File: config.mk
export PLATFORM = sky130hd
export DESIGN_NAME = mf7_lane
export DESIGN_NICKNAME = d
export VERILOG_FILES = /design/src/rtl/core/mf7_pkg.sv /design/src/rtl/core/mf7_lane.sv
export SDC_FILE = /design/constraint.sdc
export NUM_CORES = 2
export LEC_CHECK = 0
export ABC_CLOCK_PERIOD_IN_PS = 9950
export BUFFER_PORTS_ARGS = -buffer_cell sky130_fd_sc_hd__buf_2
export CAP_MARGIN = 20
export CORE_ASPECT_RATIO = 1.75
export CORE_UTILIZATION = 60
export CTS_CLUSTER_SIZE = 16
export DETAILED_ROUTE_END_ITERATION = 6
export GPL_TIMING_DRIVEN = 0
export PLACE_DENSITY = 0.87
export SYNTH_ARGS = -nofsm -noshare
export SYNTH_HDL_FRONTEND = slang
export SYNTH_SLANG_ARGS = --single-unit
File: constraint.sdc
create_clock -name i_clk -period 9.95 [get_ports i_clk]
set_input_delay 1.4925 -clock i_clk [delete_from_list [all_inputs] [get_ports i_clk]]
set_output_delay 1.4925 -clock i_clk [all_outputs]
set_load 0.005 [all_outputs]
File: src/rtl/core/mf7_pkg.sv
// Package for the 7x7 RGB median filter: sizes, register indexes and beat types.
// Used by mf7_lines, mf7_lane, the top level and the testbench; depends on nothing else.
`timescale 1ns / 1ps
`default_nettype none
package mf7_pkg;
    localparam int MAX_WIDTH  = 512;
    localparam int MAX_HEIGHT = 512;
    localparam int WINDOW     = 7;
    localparam int HALF       = WINDOW / 2;
    localparam int TAPS       = WINDOW * WINDOW;
    localparam int RANK       = TAPS / 2;
    localparam int CH_W       = 8;
    localparam int PIX_W      = 3 * CH_W;
    localparam int CFG_W      = 10;
    localparam int IDX_W      = 1;
    localparam int COL_W      = $clog2(MAX_WIDTH);
    localparam int ROW_W      = $clog2(MAX_HEIGHT + HALF + 1);
    localparam int RING_W     = $clog2(WINDOW);
    localparam int RANK_W     = $clog2(TAPS + 1);
    localparam int TAIL_W     = $clog2(HALF + 1);
    localparam int CMP_W      = ((COL_W > CFG_W) ? COL_W : CFG_W) + 2;

    localparam logic [IDX_W-1:0] REG_WIDTH  = 1'b0;
    localparam logic [IDX_W-1:0] REG_HEIGHT = 1'b1;

    typedef struct packed {
        logic [CH_W-1:0] red;
        logic [CH_W-1:0] green;
        logic [CH_W-1:0] blue;
        logic            flush;
    } t_pix_in;

    typedef struct packed {
        logic [CH_W-1:0] red_median;
        logic [CH_W-1:0] green_median;
        logic [CH_W-1:0] blue_median;
        logic            end_of_row;
        logic            end_of_frame;
    } t_pix_out;

    typedef logic [WINDOW-1:0][PIX_W-1:0] t_column;
    typedef logic [TAPS-1:0][CH_W-1:0]    t_chan_win;

    typedef struct packed {
        logic              wr;
        logic [COL_W-1:0]  col;
        logic [RING_W-1:0] ring;
        logic [ROW_W-1:0]  row;
        logic [PIX_W-1:0]  pix;
    } t_line_ctl;

    typedef struct packed {
        logic valid;
        logic eor;
        logic eof;
    } t_tag;
endpackage
`default_nettype wire

File: src/rtl/core/mf7_lane.sv
// One channel lane: pipelined bitwise selection of the middle value of the window.
// Depends on mf7_pkg; one stage per sample bit, most significant first.
`timescale 1ns / 1ps
`default_nettype none
module mf7_lane (
    input  wire logic                    i_clk,
    input  wire logic                    i_en,
    input  wire mf7_pkg::t_chan_win      i_vals,
    output logic [mf7_pkg::CH_W-1:0]     o_median
);
    import mf7_pkg::*;

    t_chan_win         r_vals [CH_W];
    logic [TAPS-1:0]   r_mask [CH_W];
    logic [RANK_W-1:0] r_k    [CH_W];
    logic [CH_W-1:0]   r_res  [CH_W];

    for (genvar s = 0; s < CH_W; s++) begin : g_stage
        t_chan_win         p_vals;
        logic [TAPS-1:0]   p_mask;
        logic [RANK_W-1:0] p_k;
        logic [CH_W-1:0]   p_res;
        logic [TAPS-1:0]   n_mask;
        logic [RANK_W-1:0] n_k;
        logic [CH_W-1:0]   n_res;

        if (s == 0) begin : g_first
            assign p_vals = i_vals;
            assign p_mask = '1;
            assign p_k    = RANK_W'(RANK);
            assign p_res  = '0;
        end else begin : g_next
            assign p_vals = r_vals[s-1];
            assign p_mask = r_mask[s-1];
            assign p_k    = r_k[s-1];
            assign p_res  = r_res[s-1];
        end

        always_comb begin
            logic [RANK_W-1:0] cnt0;
            logic              bitv;
            cnt0 = '0;
            for (int i = 0; i < TAPS; i++) begin
                cnt0 = cnt0 + RANK_W'(p_mask[i] && !p_vals[i][CH_W-1-s]);
            end
            bitv = (p_k >= cnt0);
            for (int i = 0; i < TAPS; i++) begin
                n_mask[i] = p_mask[i] && (p_vals[i][CH_W-1-s] == bitv);
            end
            n_k = bitv ? (p_k - cnt0) : p_k;
            n_res = p_res;
            n_res[CH_W-1-s] = bitv;
        end

        always_ff @(posedge i_clk) begin
            if (i_en) begin
                r_vals[s] <= p_vals;
                r_mask[s] <= n_mask;
                r_k[s]    <= n_k;
                r_res[s]  <= n_res;
            end
        end
    end

    assign o_median = r_res[CH_W-1];
endmodule
`default_nettype wire

==> reports/metrics.csv <==
metric,value,unit
max_stage_delay,0.63,ns
vias_per_cell,5.34,
numCtsBuffers,154,
synth_edf_count,1793,
cts_root_buf,clkbuf_16,
synth-main-ff-cell,edfxtp_1,
maxSlewHeadroom,28.5,%
timing_worst_setup_path_type,register to register,
grt_pass1_wl,210,mm
cts_tree,built,
final_common_cell,edfxtp_1,
cts_hold_buf,0,
area_delta_synth_final,12.8,%
grt_start_max_net_pins,195,
die_area,0.122,mm²
drcViolationCount,0,
nNetsFinal,5356,
dr.pass1.iters,5,
layout_common_cells,"edfxtp_1, inv_1, buf_2, fa_1, and2_1",
path_clk_slew,0.07,ns
crit_slowest_cell,fa_1,
reg2reg_depth,27,
wire_per_inst,23.4,µm
ys_types,51,
tns,0,ns
cp_max_fo,10,
cp-end-kind,register,
status,"finished, final reports clean",
insertion_delay,0.80,ns
io_pins,402,
numPortBuffers,401,
rows,168,
ctsResizeCount,0,
hold_viol,0,
coreArea,0.120,mm²
gp_congestion,0.909,
yosysTopAreaCell,edfxtp_1,
drive_gt1_share,15.0,%
ys_ff_latch,1793,
finalCritPeriodShare,82.7,%
grt_pass1_vias,34602,
hold_class,register to register,
netlist_area,0.0726,mm²
grt_antenna_before_repair,7,
cp_top_family,adder cells,
post-synth-top-area-fraction,74.1,%
grt_setup_unrepaired,false,
synth_warnings,0,
seq_area_frac_synth,74.1,%
cp.depth,27,
finalSetupViolCount,0,
critPathBufInv,9,
min_period,8.23,ns
die_h,462,µm
track_usage,24.1,%
post_cts_buffers,0,
cts-htree-levels,4,
syn_avg_cell_area,18.4,µm²
maxCapViolations,0,
tightest_slew,1.07,ns
synth_nets,4789,
routed_wl,144,mm
netlist_instances,3954,
cp-start-kind,register,
grt_overflow,0,
detail-route-antenna-nets,0,
path_common_cell,fa_1,
dr_total_vias,32987,
die_x,265,µm
critical_path_required,10.49,ns
drv_slew,0,
fin_worst_skew,0.0344,ns
crit_arrival,8.77,ns
cts_buffer_depth,3,
async_reset_ff_share,0,%
dpl.hpwl,104,mm
netlist_top_cells_area,"edfxtp_1, fa_1, xor2_1",
cts.sink_count,1793,
initial_utilization,60.6,%
max_freq,121,MHz
whs_path_depth,0,
drtIter0Drc,2639,
## registers in the layout, indices dropped and copies added, names as in the netlist
register  flops
r_k          42
r_mask      343
r_res        36
r_vals     1372
## logic make-up after synthesis
group | Yosys count | share of synthesized area, %
flip-flops | 1793 | 74.1
AND/OR/NAND/NOR | 728 | 6.16
buffers and inverters | 468 | 2.67
adder cells (fa/ha/maj) | 441 | 11.0
XOR/XNOR | 387 | 4.67
AO/OA/AOI/OAI | 126 | 1.23
multiplexers | 11 | 0.162
## layout make-up
type,count,area [µm²]
clock inverter,97,1060
antenna,1,2.50
multi-input combinational,1693,16800
clock buffer,183,4050
buffer,46,357
tap,1530,1910
inverter,422,1580
fill,7316,37900
sequential,1793,53800
timing repair buffer,411,2300
## Yosys cell counts (all sizes together) (18+ instances only)
| library cell | n |
|---|---|
| xnor2 | 119 |
| and2 | 298 |
| xor2 | 268 |
| ha | 115 |
| nor2b | 161 |
| edfxtp | 1793 |
| o21ai | 19 |
| a21oi | 37 |
| buf | 46 |
| nand2 | 22 |
| inv | 422 |
| nor2 | 18 |
| a21o | 20 |
| nand2b | 195 |
| fa | 326 |
## routing by layer
metal	wire length (µm)	share of wire, %	track usage (%)
met1	49100	34	26.1
met2	78800	55	44.4
met3	6940	4.8	3.27
met4	9470	6.6	15.0
met5	16	0.011	0
## per-stage QoR
stage	utilization (%)	hold slack [ns]	setup WS [ns]	instance area (µm²)	cells
floorplan	-	0.400	2.67	72600	3954
global placement	63.9	0.401	-19.68	76500	5885
detailed placement	64.1	0.405	1.67	76800	5895
CTS	68.4	0.395	1.61	81900	6175
global route	68.4	0.397	1.35	81900	6175
finish	68.4	0.396	1.72	81900	6176
## worst reg2reg max path: stages, from the launching register on
cell	delay [ns]
edfxtp_1	0.39
nor2b_1	0.18
fa_1	0.59
inv_1	0.08
fa_1	0.54
inv_1	0.07
fa_1	0.62
inv_1	0.10
fa_1	0.51
fa_1	0.55
fa_1	0.63
inv_1	0.08
fa_1	0.51
fa_1	0.47
inv_1	0.08
fa_1	0.20
inv_1	0.05
a21o_1	0.17
a21oi_1	0.16
xor2_1	0.17
ha_1	0.29
or3_1	0.35
o21ai_0	0.09
a31o_1	0.13
buf_2	0.20
buf_6	0.24
buf_4	0.22
mux2_1	0.33
## path summary, 6_finish.rpt
path | start | slack [ns] | endpoint
max | r_mask[1][27] | 1.72 | r_k[2][1]
min | r_vals[3][81] | 0.40 | r_vals[4][81]
max reg2reg | r_mask[1][27] | 1.72 | r_k[2][1]
min reg2reg | r_vals[3][81] | 0.40 | r_vals[4][81]
Power is left out: the tool's default activity adds up to more than one toggle a clock period on the data nets, which glitch-free logic cannot reach.
